### src/hw/rtl/assert_macros.svh
// Assertion macros used by the top-level RTL file to check its own behavior.
`ifndef ASSERT_MACROS_SVH
`define ASSERT_MACROS_SVH

// Checked on every rising clk edge, suspended while rst is high.
`define PCBP_ASSERT(label, prop, msg) \
  label: assert property (@(posedge clk) disable iff (rst) prop) else $error(msg);

// Checked on every rising clk edge, including reset cycles.
`define PCBP_ASSERT_ALWAYS(label, prop, msg) \
  label: assert property (@(posedge clk) prop) else $error(msg);

`endif

### src/hw/rtl/pcbp_pkg.sv
// Shared types, codes and constants of the prefix-code bit packer.
`default_nettype none
package pcbp_pkg;

  localparam int MAX_CODE_BITS = 32;
  localparam int SYMBOL_COUNT = 256;
  localparam int QUEUE_DEPTH = 2;
  localparam int PAD_BITS = 7;
  localparam int BYTE_BITS = 8;
  localparam int WORD_BITS = 32;
  localparam logic [7:0] RESET_END_SYMBOL = 8'd3;

  localparam logic [1:0] OP_LOAD = 2'd0;
  localparam logic [1:0] OP_ENCODE = 2'd1;
  localparam logic [1:0] OP_FINISH = 2'd2;

  typedef struct packed {
    logic [1:0]  opcode;
    logic [7:0]  symbol;
    logic [31:0] code_bits;
    logic [5:0]  code_len;
  } in_item_t;

  typedef struct packed {
    logic [7:0] out_byte;
    logic       last_of_run;
  } out_item_t;

  typedef struct packed {
    logic busy;
    logic residual_ok;
  } back_stat_t;

  function automatic int code_width(input int max_bits);
    return (max_bits < WORD_BITS) ? max_bits : WORD_BITS;
  endfunction

endpackage
`default_nettype wire

### src/hw/rtl/pcbp_fifo.sv
// Small register FIFO between the front end and the packer.
`default_nettype none
module pcbp_fifo #(
  parameter int WIDTH = 8,
  parameter int DEPTH = pcbp_pkg::QUEUE_DEPTH
) (
  input  wire logic             clk,
  input  wire logic             rst,
  input  wire logic             push_valid,
  output logic                  push_ready,
  input  wire logic [WIDTH-1:0] push_data,
  output logic                  pop_valid,
  input  wire logic             pop_ready,
  output logic      [WIDTH-1:0] pop_data
);

  localparam int PtrW = (DEPTH > 1) ? $clog2(DEPTH) : 1;
  localparam int CntW = $clog2(DEPTH + 1);

  logic [WIDTH-1:0] slots [DEPTH];
  logic [PtrW-1:0]  wr_ptr;
  logic [PtrW-1:0]  rd_ptr;
  logic [CntW-1:0]  count;
  logic             push;
  logic             pop;

  assign push_ready = count != CntW'(DEPTH);
  assign pop_valid = count != '0;
  assign push = push_valid && push_ready;
  assign pop = pop_valid && pop_ready;
  assign pop_data = slots[rd_ptr];

  always_ff @(posedge clk) begin
    if (rst) begin
      wr_ptr <= '0;
      rd_ptr <= '0;
      count <= '0;
    end else begin
      if (push) begin
        wr_ptr <= (wr_ptr == PtrW'(DEPTH - 1)) ? '0 : wr_ptr + 1'b1;
      end
      if (pop) begin
        rd_ptr <= (rd_ptr == PtrW'(DEPTH - 1)) ? '0 : rd_ptr + 1'b1;
      end
      if (push && !pop) begin
        count <= count + 1'b1;
      end else if (pop && !push) begin
        count <= count - 1'b1;
      end
    end
  end

  always_ff @(posedge clk) begin
    if (push) begin
      slots[wr_ptr] <= push_data;
    end
  end

endmodule
`default_nettype wire

### config.mk
export PLATFORM = sky130hd
export DESIGN_NAME = pcbp_fifo
export DESIGN_NICKNAME = d
export VERILOG_FILES = /design/src/hw/rtl/assert_macros.svh /design/src/hw/rtl/pcbp_pkg.sv /design/src/hw/rtl/pcbp_fifo.sv
export SDC_FILE = /design/constraint.sdc
export NUM_CORES = 1
export LEC_CHECK = 0
export BUFFER_PORTS_ARGS = -buffer_cell sky130_fd_sc_hd__buf_2
export CAP_MARGIN = 20
export CORE_MARGIN = 8
export CORE_UTILIZATION = 30
export CTS_CLUSTER_DIAMETER = 80
export DETAILED_ROUTE_END_ITERATION = 10
export GPL_ROUTABILITY_DRIVEN = 0
export GPL_TIMING_DRIVEN = 0
export SYNTH_ARGS = -nofsm -noshare
export SYNTH_HDL_FRONTEND = slang
export SYNTH_SLANG_ARGS = --single-unit
### constraint.sdc
create_clock -name clk -period 2 [get_ports clk]
set_clock_uncertainty 0.2 [all_clocks]
set_input_delay 0.2 -clock clk [delete_from_list [all_inputs] [get_ports clk]]
set_output_delay 0.2 -clock clk [all_outputs]
set_load 0.005 [all_outputs]
==> qor.csv <==
metric;value;unit
grt_pass1_wl;2290;um
synth-seq-cells;21;
synth_top_area_cell;edfxtp_1;
ys_seq_area_frac;0.720;
cp.arrival;1.83;ns
clock_sinks;21;
drc;0;
finalPower;1.15;mW
tightest_slew;0.391;ns
yosysTopAreaCellShare;0.596;
cap_violations;0;
synthTopCellsByArea;edfxtp_1 (60%), dfxtp_1 (12%), mux2_2 (11%), xor2_1 (3.3%), nand2b_4 (1.7%);
cpPeakStageDelay;0.38;ns
cts_resized;0;
period_share;0.903;
grt_util_all_layers;0.0668;
cts.path.max_buffers;2;
std_cell_rows;18;
worstSetupPathType;flip-flop to flip-flop;
syn_to_final_growth;32.1;%
root_buffer;clkbuf_4;
worstRegToRegCells;4;
path_clk_slew;0.11;ns
intPower;0.828;mW
async_flop_share;0;
cts_buffers;3;
drive_gt1_frac;0.434;
netlist_area;806;um^2
yosysMostFrequentCell;edfxtp_1;
pwr-share-clk;0.169;
antenna_found_initial;0;
synth_cells;49;
fillers;256;
antenna_left;0;
max_slew_margin;0.739;
dieArea;4600;um^2
holdCritPathClass;input port to flip-flop;
routed-via-count;498;
synthFlopType;edfxtp_1;
hold_viol;0;
grt_start_max_net_pins;12;
h-tree-depth;1;
power_leakage;0.425;nW
cellPowerDensity;1080;nW/um^2
synthDistinctLibCells;17;
rsz0062_at_grt;no;
combinationalPowerShare;0.315;
critPathMaxFanout;5;
seqPwrFrac;0.516;
vdd_ir_drop_max;0.000600;V
maxSlewViolCount;0;
switching_share;0.278;
required;2.03;ns
start_util;0.319;
cts_tree;built;
synth_warnings;0;
die_w;67.8;um
regArea;581;um^2
end_kind;flip-flop;
avgSynthCellArea;16.4;um^2
clk-insertion-delay-late;0.29;ns
outcome;complete, no violations;
finalCriticalPeriod;1.81;ns
place_hpwl;1000;um
first_pass_iters;2;
io_buffer_count;21;
holdPathStages;3;
dieHeight;67.8;um
wl_per_cell;12.7;um
coreArea;2520;um^2
antenna_cells;0;
slowest_stage;or3_1;
synthTopCellsByCount;edfxtp_1 (16), mux2_2 (8), dfxtp_1 (5);
crit_chain;o21ai_0 > ha_1 > or3_1 > a21oi_1;
fmax;554;MHz
synth-edff-count;16;
drt_iter0_markers;5;
grt.overflow.total;0;
grt_pass1_vias;534;
finalSetupViolCount;0;
setup_tns;0;ns
boundaryPins;22;
start_kind;flip-flop;
via_per_inst;4.41;
synth_nets;62;
power.switching;0.319;mW
nets;97;
multi_input_area;216;um^2
drt_wl_total;1440;um
## per-layer routing
| layer | vias up | global-route usage | share of wire |
|---|---|---|---|
| li1 | 248 | - | - |
| met1 | 236 | 0.0739 | 0.42 |
| met2 | 14 | 0.110 | 0.47 |
| met3 | 0 | 0.0278 | 0.11 |
| met4 | 0 | 0.0307 | 0 |
| met5 | - | 0 | 0 |
## critical path, delay by kind of cell (launching register included)
family          cells  cell delay, ns
compound gates      2            0.47
fa+ha+maj           1            0.32
flops               1            0.37
simple gates        1            0.38
## cell usage in the layout (no fill, tap or decap)
master,n
buf_2,22
edfxtp_1,16
dlygate4sd3_1,9
mux2_2,8
dfxtp_1,5
xor2_1,3
nor2_1,3
clkbuf_4,3
o21ai_0,2
a21oi_1,2
or2_2,1
nand2b_4,1
and3_1,1
and2_1,1
nand3b_1,1
inv_1,1
a21bo_2,1
or3_1,1
ha_1,1
clkbuf_1,1
## path summary, 6_finish.rpt
path | slack, ns | startpoint | end
worst max register to register | 0.19 | count[0] | count[1]
worst max-delay path | 0.19 | count[0] | count[1]
worst min-delay path | 0.02 | push_valid | wr_ptr
worst min register to register | 0.33 | rd_ptr | rd_ptr
## registers in the layout (all words and copies together) (netlist names), named ones only
name and count:
count 2, rd_ptr 1, slots 16, wr_ptr 1
## cell families after synthesis
kind of cell	Yosys count	share of synthesized area
flip-flops	21	0.721
AND/OR/NAND/NOR	9	0.0714
multiplexers	8	0.112
AO/OA/AOI/OAI	5	0.0373
XOR/XNOR	3	0.0326
buffers and inverters	2	0.0109
adder cells (fa/ha/maj)	1	0.0155
## layout make-up
type	count	area share
timing repair buffer	30	0.183
tap	30	0.0353
clock buffer	4	0.0247
inverter	1	0.00353
multi-input combinational	26	0.203
buffer	1	0.00470
sequential	21	0.545
## per-stage QoR
| stage | cell area, um^2 | instances | hold WS, ns | setup slack, ns | utilization |
|---|---|---|---|---|---|
| 2_1_floorplan | 806 | 49 | 0.0691 | 0.315 | - |
| 3_3_place_gp | 948 | 100 | 0.190 | 0.257 | 0.376 |
| 3_5_place_dp | 948 | 100 | 0.196 | 0.205 | 0.376 |
| 4_1_cts | 1060 | 113 | 0.0146 | 0.182 | 0.422 |
| 5_1_grt | 1060 | 113 | 0.0269 | 0.0936 | 0.422 |
| 6_report | 1060 | 113 | 0.0222 | 0.194 | 0.422 |
## power by group through the flow
stage | sequential (mW) | clock, mW | combinational (mW)
2_1_floorplan | 0.592 | 0 | 0.236
3_3_place_gp | 0.598 | 0 | 0.348
3_5_place_dp | 0.601 | 0 | 0.356
4_1_cts | 0.592 | 0.203 | 0.371
5_1_grt | 0.601 | 0.224 | 0.406
6_report | 0.591 | 0.194 | 0.362
## timing repair
| item | 4_1_cts | 5_1_grt |
|---|---|---|
| endpoints found under the hold margin | 21 | 0 |
| hold buffers | 9 | 0 |
| setup buffers | 0 | 0 |
Note: power is estimated with default switching activity, not from simulation.
