File: src/hw/rtl/assert_macros.svh
// Assertion macros used by the top-level RTL file to check its own behavior.
`ifndef ASSERT_MACROS_SVH
`define ASSERT_MACROS_SVH

// Checked on every rising clk edge, suspended while rst is high.
`define PCBP_ASSERT(label, prop, msg) \
  label: assert property (@(posedge clk) disable iff (rst) prop) else $error(msg);

// Checked on every rising clk edge, including reset cycles.
`define PCBP_ASSERT_ALWAYS(label, prop, msg) \
  label: assert property (@(posedge clk) prop) else $error(msg);

`endif

File: src/hw/rtl/pcbp_pkg.sv
// Shared types, codes and constants of the prefix-code bit packer.
`default_nettype none
package pcbp_pkg;

  localparam int MAX_CODE_BITS = 32;
  localparam int SYMBOL_COUNT = 256;
  localparam int QUEUE_DEPTH = 2;
  localparam int PAD_BITS = 7;
  localparam int BYTE_BITS = 8;
  localparam int WORD_BITS = 32;
  localparam logic [7:0] RESET_END_SYMBOL = 8'd3;

  localparam logic [1:0] OP_LOAD = 2'd0;
  localparam logic [1:0] OP_ENCODE = 2'd1;
  localparam logic [1:0] OP_FINISH = 2'd2;

  typedef struct packed {
    logic [1:0]  opcode;
    logic [7:0]  symbol;
    logic [31:0] code_bits;
    logic [5:0]  code_len;
  } in_item_t;

  typedef struct packed {
    logic [7:0] out_byte;
    logic       last_of_run;
  } out_item_t;

  typedef struct packed {
    logic busy;
    logic residual_ok;
  } back_stat_t;

  function automatic int code_width(input int max_bits);
    return (max_bits < WORD_BITS) ? max_bits : WORD_BITS;
  endfunction

endpackage
`default_nettype wire

File: src/hw/rtl/pcbp_back.sv
// Back end: bit accumulator that packs queued codes into bytes, MSB first.
`default_nettype none
module pcbp_back #(
  parameter int MAX_CODE_BITS = pcbp_pkg::MAX_CODE_BITS,
  localparam int CodeW = pcbp_pkg::code_width(MAX_CODE_BITS),
  localparam int LenW = $clog2(CodeW + 1),
  localparam int EntW = CodeW + LenW
) (
  input  wire logic                  clk,
  input  wire logic                  rst,
  input  wire logic                  q_valid,
  output logic                       q_ready,
  input  wire logic [EntW:0]         q_data,
  output logic                       out_valid,
  input  wire logic                  out_ready,
  output pcbp_pkg::out_item_t        out_item,
  output pcbp_pkg::back_stat_t       stat
);

  localparam int AccW = CodeW + pcbp_pkg::PAD_BITS;
  localparam int TotW = $clog2(AccW + 1);
  localparam int ByteB = pcbp_pkg::BYTE_BITS;

  logic             busy;
  logic             fin;
  logic [AccW-1:0]  acc;
  logic [TotW-1:0]  total;
  logic             has_byte;
  logic             is_last;
  logic             emit;
  logic             retire;
  logic             pop;
  logic [AccW-1:0]  acc_e;
  logic [TotW-1:0]  total_e;
  logic             q_fin;
  logic [LenW-1:0]  q_len;
  logic [CodeW-1:0] q_code;
  logic [AccW-1:0]  merged;

  assign q_fin = q_data[EntW];
  assign q_len = q_data[EntW-1 -: LenW];
  assign q_code = q_data[CodeW-1:0];

  // acc holds pending bits left-aligned; bits below total are zero.
  assign has_byte = busy && (int'(total) >= ByteB || (fin && total != '0));
  assign is_last = fin ? (int'(total) <= ByteB) : (int'(total) < 2 * ByteB);
  assign emit = has_byte && (!out_valid || out_ready);
  assign acc_e = emit ? (acc << ByteB) : acc;
  assign total_e = !emit ? total :
                   (int'(total) >= ByteB) ? total - TotW'(ByteB) : '0;
  assign retire = busy && (!has_byte || (emit && is_last));
  assign q_ready = !busy || retire;
  assign pop = q_valid && q_ready;
  assign merged = {q_code, {pcbp_pkg::PAD_BITS{1'b0}}} >> total_e[2:0];

  always_ff @(posedge clk) begin
    if (rst) begin
      busy <= 1'b0;
      fin <= 1'b0;
      acc <= '0;
      total <= '0;
    end else if (pop) begin
      busy <= 1'b1;
      fin <= q_fin;
      acc <= acc_e | merged;
      total <= total_e + TotW'(q_len);
    end else begin
      busy <= busy && !retire;
      acc <= acc_e;
      total <= total_e;
    end
  end

  always_ff @(posedge clk) begin
    if (rst) begin
      out_valid <= 1'b0;
    end else if (emit) begin
      out_valid <= 1'b1;
    end else if (out_ready) begin
      out_valid <= 1'b0;
    end
  end

  always_ff @(posedge clk) begin
    if (emit) begin
      out_item.out_byte <= acc[AccW-1 -: ByteB];
      out_item.last_of_run <= is_last;
    end
  end

  assign stat.busy = busy;
  assign stat.residual_ok = int'(total) < ByteB;

endmodule
`default_nettype wire
File: config.mk
export PLATFORM = sky130hd
export DESIGN_NAME = pcbp_back
export DESIGN_NICKNAME = d
export VERILOG_FILES = /design/src/hw/rtl/assert_macros.svh /design/src/hw/rtl/pcbp_pkg.sv /design/src/hw/rtl/pcbp_back.sv
export SDC_FILE = /design/constraint.sdc
export NUM_CORES = 1
export LEC_CHECK = 0
export BUFFER_PORTS_ARGS = -buffer_cell sky130_fd_sc_hd__buf_2
export CAP_MARGIN = 5
export CORE_UTILIZATION = 55
export CTS_CLUSTER_DIAMETER = 30
export DETAILED_ROUTE_END_ITERATION = 8
export PLACE_DENSITY = 0.8
export SETUP_SLACK_MARGIN = 0.4
export SLEW_MARGIN = 20
export SYNTH_ARGS = -nofsm -noshare
export SYNTH_HDL_FRONTEND = slang
export SYNTH_SLANG_ARGS = --single-unit
File: constraint.sdc
create_clock -name clk -period 4.2 [get_ports clk]
set_input_delay 0.84 -clock clk [delete_from_list [all_inputs] [get_ports clk]]
set_output_delay 0.84 -clock clk [all_outputs]
set_load 0.02 [all_outputs]
==> results of run 1 <==
[final cells by class]
class / count / share of cell area
timing repair buffer: 63 / 0.07885
sequential: 57 / 0.2898
inverter: 22 / 0.01942
tap: 77 / 0.02265
multi-input combinational: 347 / 0.5437
clock buffer: 9 / 0.02913
clock inverter: 7 / 0.01648
[worst max-delay path, delay by kind of cell, from the launching register on]
family          cells  cell delay, ps
compound gates      6            1550
simple gates        2             270
buf+inv             2             330
flops               1             310
xor+xnor            1              80
fa+ha+maj           1             320
mux                 1             340
[where the power goes]
part,internal [mW],switching [mW],leakage [nW]
Combinational,0.349,0.520,1.22
Clock,0.272,0.234,0.0893
Sequential,0.697,0.0812,0.481
[kinds of logic after synthesis]
family                     share of synthesized area
AOI/OAI and AO/OA                             0.3040
buffers and inverters                        0.06775
DFF                                           0.3252
and+or+nand+nor                               0.1692
xor gates and xnor gates                    0.006941
adders and majority gates                    0.02842
muxes                                        0.09848
[metrics by stage]
| step | setup slack, ps | power, mW | area [sq um] | util | cells |
|---|---|---|---|---|---|
| finish | 876.7 | 2.153 | 4253 | 0.6548 | 582 |
| global route | 638.1 | 2.271 | 4253 | 0.6548 | 582 |
| CTS | 915.3 | 2.134 | 4253 | 0.6548 | 582 |
| detailed placement | 936.1 | 1.634 | 4059 | 0.6249 | 566 |
| global placement | 1023 | 1.607 | 4059 | 0.6249 | 566 |
| floorplan | 1000 | 1.422 | 3786 | - | 465 |
[synth_stat cells, types with 4 or more instances]
cell type / n / share of area
a21o_1: 11 / 0.022
and2_1: 4 / 0.0066
ha_1: 7 / 0.023
buf_2: 13 / 0.017
inv_1: 19 / 0.019
a211oi_1: 5 / 0.0099
and3_1: 4 / 0.0066
a221o_1: 13 / 0.034
a21oi_1: 32 / 0.042
nand3_1: 28 / 0.037
o21ai_0: 13 / 0.017
nand2_1: 60 / 0.059
clkbuf_1: 21 / 0.021
a31oi_1: 11 / 0.018
nor3_1: 4 / 0.0053
mux2i_1: 35 / 0.093
o221a_2: 8 / 0.024
a2bb2oi_1: 5 / 0.012
a32oi_1: 5 / 0.012
nor2_1: 32 / 0.032
o2111ai_1: 4 / 0.0093
dfxtp_1: 48 / 0.25
o211ai_1: 16 / 0.032
a22oi_1: 6 / 0.012
edfxtp_1: 9 / 0.071
o22ai_1: 7 / 0.012
[metal layers]
layer  up-vias  global-route usage  wire length (um)
met1      1789              0.3978              4551
met3        19             0.07685               883
li1       1808                   -                 -
met4         0              0.1002               201
met5         -                   0                 0
met2       180              0.4326              4599
[flip-flops by register name, indices dropped and copies added, names as in the netlist]
register   count
out_valid      1
fin            1
acc           39
busy           1
out_item       9
total          6
[path summary, 6_finish.rpt]
path                            startpoint  slack, ps     endpoint  cells after the start
worst max-delay path              total[1]        880     total[5]                     13
worst max register to register    total[1]        880     total[5]                     13
worst min register to register     acc[31]        430  out_item[1]                      0
worst min-delay path               acc[31]        430  out_item[1]                      0
==> summary.md, run 1 <==
| Metric | Value |
|---|---|
| Final Critical Period | `3323 ps` |
| Full die area | `7220 sq um` |
| Reg area | `1232 sq um` |
| Vias in the first global route | `3331` |
| Hold Slack | `431.1 ps` |
| Setup-failing EPs final | `0` |
| Maximum vdd drop | `0.2047 mV` |
| Via density | `6.522` |
| Leak | `1.791 nW` |
| Longest Clk Path Bufs | `2` |
| Status | `finished with violations` |
| Mapped cell area | `3786 sq um` |
| Post-CTS setup buffer count | `0` |
| Worst-Margin Slew | `1082 ps` |
| Ys Warns | `0` |
| Crit-path most repeated cell | `o21ai_0` |
| IO Port Bufs | `55` |
| Number of flops mapped to enable cells by yosys | `9` |
| Mean Syn Cell Area | `8.142 sq um` |
| Top-level I/O count | `56` |
| Final ANT Viol Nets | `0` |
| P per Cell Area | `506.4 nW/um^2` |
| Antenna Cells | `0` |
| DRT Wirelength | `10240 um` |
| #FFs+latches synth | `57` |
| Seq/Total Area, Yosys | `0.3252` |
| Routed vias | `3796` |
| Largest net degree at the start of global routing | `62` |
| Fill cells | `543` |
| Cells along the critical path | `buf_4, nor3_1, a2111oi_2, a21o_1, inv_2, o21ai_0, ha_1, o21ai_0, o21bai_1, a21oi_1, xor2_1, nor2_1, mux2_2` |
| Total gr overflow | `0` |
| CTS HTree Levels | `3` |
| Most common cell after layout, fill and taps aside | `nand2_1` |
| Kind of critical path | `reg -> reg` |
| Pins Over Slew Limit | `0` |
| Slew HR | `0.2786` |
| Cells after synthesis | `465` |
| Critical path data arrival time | `3560 ps` |
| DP Wirelength | `7098 um` |
| Pre-antenna DRT Iters | `9` |
| WL per Instance | `17.59 um` |
| Critical path's slowest cell | `a2111oi_2` |
| Fin crit share | `0.7913` |
| Final hold violations | `0` |
| Failing checks | `design-rule violations` |
| Clk_skew | `5.893 ps` |
| Worst Setup Start Kind | `flip-flop` |
| Post-synth top flop | `dfxtp_1` |
| Area of the multi-input gates | `2312 sq um` |
| Layout cells sized above 1 | `0.1921` |
| Syn-to-layout area delta | `12.33%` |
| Die Y | `84.97 um` |
| Final #Nets | `551` |
| Cell variety after synth | `56` |
| CTS tree | `built` |
| Initial DRC count | `328` |
| Critical Path RT | `4440 ps` |
| Initial antenna violation count | `0` |
| CTS resizes | `0` |
| Synth Net Count | `516` |
| Clock edge transition at the registers on the reported setup and hold paths | `70 ps` |
| FFs w/ async S/R, synth | `0` |
| Effective utilization at floorplan | `0.5829` |
| Total GRT Usage | `0.2874` |
| DIE WIDTH | `84.97 um` |
| Cts bufs inserted | `9` |
| CTS sink count | `57` |
| Unrepaired setup endpoints after global routing | `false` |
| Worst-skew pair later-pin latency | `340 ps` |
| CP peak stage delay | `620 ps` |
| Hold buffers post-CTS | `0` |
| Cell Rows | `29` |
| Fmax | `0.3009 GHz` |
| Worst hold path class | `reg -> reg` |
| Most frequent cells in the layout | `60 x nand2_1, 55 x buf_2, 47 x dfxtp_1` |
| Core Footprint | `6495 sq um` |
| Setup TNS | `0 ps` |
| Max_cap viols | `0` |
| Crit path max fanout | `28` |
| First-pass GRT wire length | `16350 um` |
| Clock root buffer master | `clkbuf_8` |
| CP endpoint kind | `flip-flop` |
| DRC violations left | `1` |
| Placer Congestion | `0.9418` |
(Power assumes the default switching activity.)
==> run 2, diff against run 1 <==
Settings changed: ABC_AREA set to 1.
Clock period 4.2 ns to 3.1 ns, I/O delays scaled along.
==> run 2 against run 1 <==
Effect of this change: the run still ends with design-rule violations left; worst setup slack worse by 430 ps; largest cell class unchanged; worst hold slack worse by 2.4 ps; clock power is 33% higher; maximum frequency is 25% higher; cell count is 20% higher; utilization is 1.6 points higher; critical path depth is 1 higher; synthesized area is 1.0% lower; clock skew is 2.2 ps higher; largest power group unchanged; sequential share of layout area is 0.36 points lower.
==> summary.md, run 2 <==
| Metric | Value |
|---|---|
| Status | `finished with violations` |
| Failing checks | `design-rule violations` |
| Flop pwr share | `0.333` |
| Core Footprint | `6459 sq um` |
| DP Wirelength | `6628 um` |
| Cell Rows | `29` |
| Clock share of power | `0.217` |
| Full die area | `7148 sq um` |
| Antenna Cells | `0` |
| IO Port Bufs | `55` |
| Worst Setup Start Kind | `flip-flop` |
| Critical Path RT | `3370 ps` |
| Placer Congestion | `0.8565` |
| Final ANT Viol Nets | `0` |
| Clock edge transition at the registers on the reported setup and hold paths | `70 ps` |
| #FFs+latches synth | `57` |
| Most flops, register | `acc` |
| P_sw | `1.292 mW` |
| FFs w/ async S/R, synth | `0` |
| First-pass GRT wire length | `16460 um` |
| Cells after synthesis | `568` |
| Clock root buffer master | `clkbuf_8` |
| Vias in the first global route | `3716` |
| Largest cells by area after synthesis | `dfxtp_1 26%, nand3_1 25%, nand2_1 12%, edfxtp_1 7.2%, inv_1 5.7%` |
| Die Y | `84.55 um` |
| Cts bufs inserted | `9` |
| Cells along the critical path | `nor3_4, nand2_2, inv_2, nand4_4, nand2_2, inv_1, ha_4, fa_2, a21oi_2, nor2_1, nor2_1, xor2_1, or2_2, a21oi_2` |
| Clk_skew | `8.096 ps` |
| Initial DRC count | `314` |
| Total gr overflow | `0` |
| Via density | `5.881` |
| Combinational power share | `0.450` |
| Core Util, Final | `0.6709` |
| Number of flops mapped to enable cells by yosys | `9` |
| Final Critical Period | `2658 ps` |
| Leak | `2.144 nW` |
| Initial antenna violation count | `0` |
| Cell variety after synth | `34` |
| Kind of critical path | `reg -> reg` |
| Setup TNS | `0 ps` |
| DRT Wirelength | `10220 um` |
| Cell with the most instances after synthesis | `nand3_1` |
| Unrepaired setup endpoints after global routing | `true` |
| Leading area contributor after synthesis | `dfxtp_1` |
| Fin crit share | `0.8573` |
| Final Power | `3.112 mW` |
| Mapped cell area | `3747 sq um` |
| Critical path data arrival time | `2930 ps` |
| DRC violations left | `1` |
| Reg area | `1240 sq um` |
| Sw Share | `0.4152` |
| DIE WIDTH | `84.55 um` |
| Setup ws final | `442.3 ps` |
| Int Power | `1.820 mW` |
| CP endpoint kind | `flip-flop` |
| Syn-to-layout area delta | `15.63%` |
| CTS sink count | `57` |
| Worst-Margin Slew | `516.4 ps` |
| Worst slack, placed | `333.6 ps` |
| Setup-failing EPs final | `0` |
| Most common cell after layout, fill and taps aside | `nand3_1` |
| Maximum vdd drop | `0.4037 mV` |
| Layout cells sized above 1 | `0.1987` |
| Total GRT Usage | `0.2873` |
| Ys Warns | `0` |
| WL per Instance | `14.68 um` |
| Mean Syn Cell Area | `6.597 sq um` |
| Biggest regs | `acc x39, out_item x9, total x6` |
| Synth Net Count | `619` |
| CTS HTree Levels | `3` |
| Fill cells | `554` |
| Final #Nets | `665` |
| Slew HR | `0.6557` |
| Top cell type's share of synthesized area | `0.2564` |
| Crit path buffers/inverters | `2` |
| Critical path's slowest cell | `fa_2` |
| Synth cell count leaders | `187 x nand3_1, 121 x nand2_1, 57 x inv_1` |
| CP peak stage delay | `410 ps` |
| Largest net degree at the start of global routing | `40` |
| Worst hold path class | `reg -> reg` |
| Area of the multi-input gates | `2160 sq um` |
| CTS tree | `built` |
| Most frequent cells in the layout | `185 x nand3_1, 116 x nand2_1, 55 x buf_2` |
| Routed vias | `4093` |
| Pins Over Slew Limit | `0` |
| Effective utilization at floorplan | `0.5802` |
| Max_cap viols | `0` |
| Hold buffers post-CTS | `0` |
| Crit path max-delay family | `simple AND/OR/NAND/NOR gates` |
| Final hold violations | `0` |
| Longest Clk Path Bufs | `2` |
| Max reg flops | `39` |
| Fmax | `0.3763 GHz` |
| Seq/Total Area, Yosys | `0.3285` |
| Top-level I/O count | `56` |
| Pre-antenna DRT Iters | `7` |
| P per Cell Area | `718.1 nW/um^2` |
| Worst-skew pair later-pin latency | `350 ps` |
| Post-synth top flop | `dfxtp_1` |
| Crit path max fanout | `4` |
run 2: repair_timing:
action / CTS / global route
resized for setup: 1 / 29
pin swaps: 0 / 10
setup endpoints to repair: 2 / 3
setup buffers: 0 / 7
run 2: layout make-up:
type / count / share of cell area
tap: 77 / 0.02224
multi-input combinational: 413 / 0.4984
clock inverter: 7 / 0.01415
clock buffer: 9 / 0.02859
sequential: 57 / 0.2862
inverter: 61 / 0.05284
timing repair buffer: 72 / 0.09760
run 2: kinds of logic after synthesis:
kind of cell	after synthesis	share of synthesized area
xor gates and xnor gates	3	0.007013
adders and majority gates	8	0.02871
AOI/OAI and AO/OA	59	0.08080
muxes	5	0.01336
buffers and inverters	98	0.1155
and+or+nand+nor	338	0.4260
DFF	57	0.3285
run 2: final timing paths:
kind                            startpoint  cells past startpoint     endpoint  slack [ps]
worst min-delay path               acc[36]                      0  out_item[6]         430
worst max register to register    total[5]                     14     total[4]         440
worst max-delay path              total[5]                     14     total[4]         440
worst min register to register     acc[36]                      0  out_item[6]         430
run 2: worst register-to-register path: cells and delay by family, from the launching register on:
family	cells	cell delay, ps
AOI/OAI and AO/OA	2	310
buffers and inverters	2	150
adders and majority gates	2	590
xor gates and xnor gates	1	80
DFF	1	370
and+or+nand+nor	7	1070
run 2: stage by stage:
step,cells,cell area [sq um],hold slack (ps)
CTS,689,4192,431.6
global placement,673,4006,409.3
finish,696,4333,428.6
detailed placement,673,4006,414.6
floorplan,568,3755,403.0
global route,696,4333,442.6
run 2: layer usage:
layer	wire length, um	part of all wire	track usage
met1	4205	0.41	0.3648
met2	4898	0.48	0.4701
met5	0	0	0
met3	891	0.087	0.05408
met4	221	0.022	0.1402
run 2: power groups by stage:
stage	clock network (mW)	registers, mW	logic (mW)
after global routing	0.717	1.05	1.58
final	0.675	1.03	1.40
after floorplan	0	1.04	1.00
after global placement	0	1.04	1.24
after CTS	0.677	1.03	1.29
after detailed placement	0	1.04	1.27
==> run 3, diff against run 2 <==
Settings changed: GPL_ROUTABILITY_DRIVEN set to 0, MAX_ROUTING_LAYER set to met4.
==> run 3 against run 2 <==
Effect of this change: the run still ends with design-rule violations left; sequential power is essentially flat; design area is the same; count of clock-buffer cells in the layout is the same; utilization is the same; via count grew 0.54%; combinational power is essentially flat; largest power group unchanged; highest routed layer unchanged.
==> summary.md, run 3 (synthesized netlist as in run 2, its figures left out) <==
| Metric | Value |
|---|---|
| Status | `finished with violations` |
| Failing checks | `design-rule violations` |
| Finished Layout Cells | `696` |
| Crit path max fanout | `4` |
| IO Port Bufs | `55` |
| Clock share of power | `0.215` |
| Unrepaired setup endpoints after global routing | `true` |
| Cts bufs inserted | `9` |
| CP endpoint kind | `flip-flop` |
| Sw Share | `0.4137` |
| Maximum vdd drop | `0.4004 mV` |
| Core Footprint | `6459 sq um` |
| Hold buffers post-CTS | `0` |
| Total GRT Usage | `0.2966` |
| Setup-failing EPs final | `0` |
| R2r worst-path depth | `14` |
| Most common cell after layout, fill and taps aside | `nand3_1` |
| Cells along the critical path | `nor3_4, nand2_2, inv_2, nand4_4, nand2_2, inv_1, ha_4, fa_2, a21oi_2, nor2_1, nor2_1, xor2_1, or2_2, a21oi_2` |
| Clock root buffer master | `clkbuf_8` |
| CP peak stage delay | `410 ps` |
| CTS tree | `built` |
| Final Critical Period | `2668 ps` |
| Pre-antenna DRT Iters | `7` |
| Setup TNS | `0 ps` |
| Reg area | `1240 sq um` |
| Combinational power share | `0.451` |
| Most flops, register | `acc` |
| Largest net degree at the start of global routing | `40` |
| Top layer in use | `met4` |
| Full die area | `7148 sq um` |
| Final Power | `3.104 mW` |
| First-pass GRT wire length | `16470 um` |
| Effective utilization at floorplan | `0.5802` |
| Flop pwr share | `0.333` |
| Fmax | `0.3748 GHz` |
| Initial DRC count | `282` |
| Placed cell count | `673` |
| Syn-to-layout area delta | `15.63%` |
| Layout cells sized above 1 | `0.1987` |
| WL met3 | `799 um` |
| Reg-to-reg setup timing slack | `430 ps` |
| DP Wirelength | `6628 um` |
| Cell Rows | `29` |
| Initial antenna violation count | `0` |
| Max reg flops | `39` |
| CTS HTree Levels | `3` |
| Vias in the first global route | `3718` |
| Top-level I/O count | `56` |
| Clk_skew | `8.241 ps` |
| CTS sink count | `57` |
| Worst Hold End | `out_item[6]` |
| Fill cells | `554` |
| Slew HR | `0.6555` |
| Antenna Cells | `0` |
| Hold Crit Depth | `0` |
| Final #Nets | `665` |
| Critical Path RT | `3360 ps` |
| Final hold violations | `0` |
| Pins Over Slew Limit | `0` |
| DRC violations left | `1` |
| Leak | `2.144 nW` |
| Int Power | `1.820 mW` |
| FF-to-FF End | `total[4]` |
| WL per Instance | `14.66 um` |
| Kind of critical path | `reg -> reg` |
| DRT Wirelength | `10200 um` |
| Via density | `5.912` |
| Reg2reg start | `total[5]` |
| Critical path data arrival time | `2930 ps` |
| Hold path startpoint | `acc[36]` |
| Longest Clk Path Bufs | `2` |
| Max_cap viols | `0` |
| Metal2 WL | `4937 um` |
| Most frequent cells in the layout | `185 x nand3_1, 116 x nand2_1, 55 x buf_2` |
| P_sw | `1.284 mW` |
| Die Y | `84.55 um` |
| DIE WIDTH | `84.55 um` |
| Total gr overflow | `0` |
| Final ANT Viol Nets | `0` |
| Fin crit share | `0.8607` |
| Area of the multi-input gates | `2160 sq um` |
| Critical path's slowest cell | `fa_2` |
| Worst-Margin Slew | `516.7 ps` |
| Routed vias | `4115` |
| Clock edge transition at the registers on the reported setup and hold paths | `70 ps` |
| WL met1 | `4272 um` |
| Worst Setup Start Kind | `flip-flop` |
| P per Cell Area | `716.5 nW/um^2` |
| Biggest regs | `acc x39, out_item x9, total x6` |
| Worst-skew pair later-pin latency | `340 ps` |
| Worst hold path class | `reg -> reg` |
==> run 3: cell counts in the layout (fill, tap and decap cells not counted) <==
Identical to the previous run, type by type.
==> run 3: metal layers <==
layer | up-vias | global-route usage
li1 | 2001 | -
met1 | 1882 | 0.3673
met2 | 207 | 0.4686
met3 | 25 | 0.05408
met4 | 0 | 0.1402
met5 | - | -
==> run 3: how the worst max path moves through the flow <==
stage	from	to	slack, ps	depth (start not counted)
final	total[5]	total[4]	430	14
after global routing	total[4]	total[4]	340	16
after CTS	total[0]	total[4]	460	16
after detailed placement	out_ready	total[4]	330	12
after global placement	out_ready	total[4]	380	12
after floorplan	total[5]	total[4]	410	16
==> run 3: power groups by stage <==
stage / Sequential (mW) / Combinational, mW / Clock [mW]
after floorplan: 1.04 / 1.00 / 0
after global placement: 1.04 / 1.24 / 0
after detailed placement: 1.04 / 1.27 / 0
after CTS: 1.03 / 1.29 / 0.677
after global routing: 1.05 / 1.58 / 0.717
final: 1.04 / 1.40 / 0.668
==> run 3: layout make-up <==
type | count | share of cell area
Multi-Input combinational cell | 413 | 0.4984
Inverter | 61 | 0.05284
Tap cell | 77 | 0.02224
Clock buffer | 9 | 0.02859
Timing Repair Buffer | 72 | 0.09760
Clock inverter | 7 | 0.01415
Sequential cell | 57 | 0.2862
==> run 3: critical path: cells and delay by family, from the launching register on <==
kind,cells,cell delay [ps]
compound gates,2,320
xor+xnor,1,80
fa+ha+maj,2,590
buf+inv,2,150
flops,1,370
simple gates,7,1070
==> run 3: through the flow <==
| step | setup slack [ps] | area (sq um) | util | hold WS [ps] |
|---|---|---|---|---|
| 2_1_floorplan | 406.0 | 3755 | - | 403.0 |
| 5_1_grt | 336.3 | 4333 | 0.6709 | 442.6 |
| 3_5_place_dp | 333.6 | 4006 | 0.6203 | 414.6 |
| 4_1_cts | 458.1 | 4192 | 0.6490 | 431.6 |
| 3_3_place_gp | 376.7 | 4006 | 0.6203 | 409.3 |
| 6_report | 431.8 | 4333 | 0.6709 | 428.6 |
==> run 3: repair_timing <==
action                                  in CTS  in global routing
setup buffers                                0                  7
endpoints found under the setup margin       2                  3
pin swaps                                    0                 10
resized for setup                            1                 29
hold endpoints to repair                     0                  0
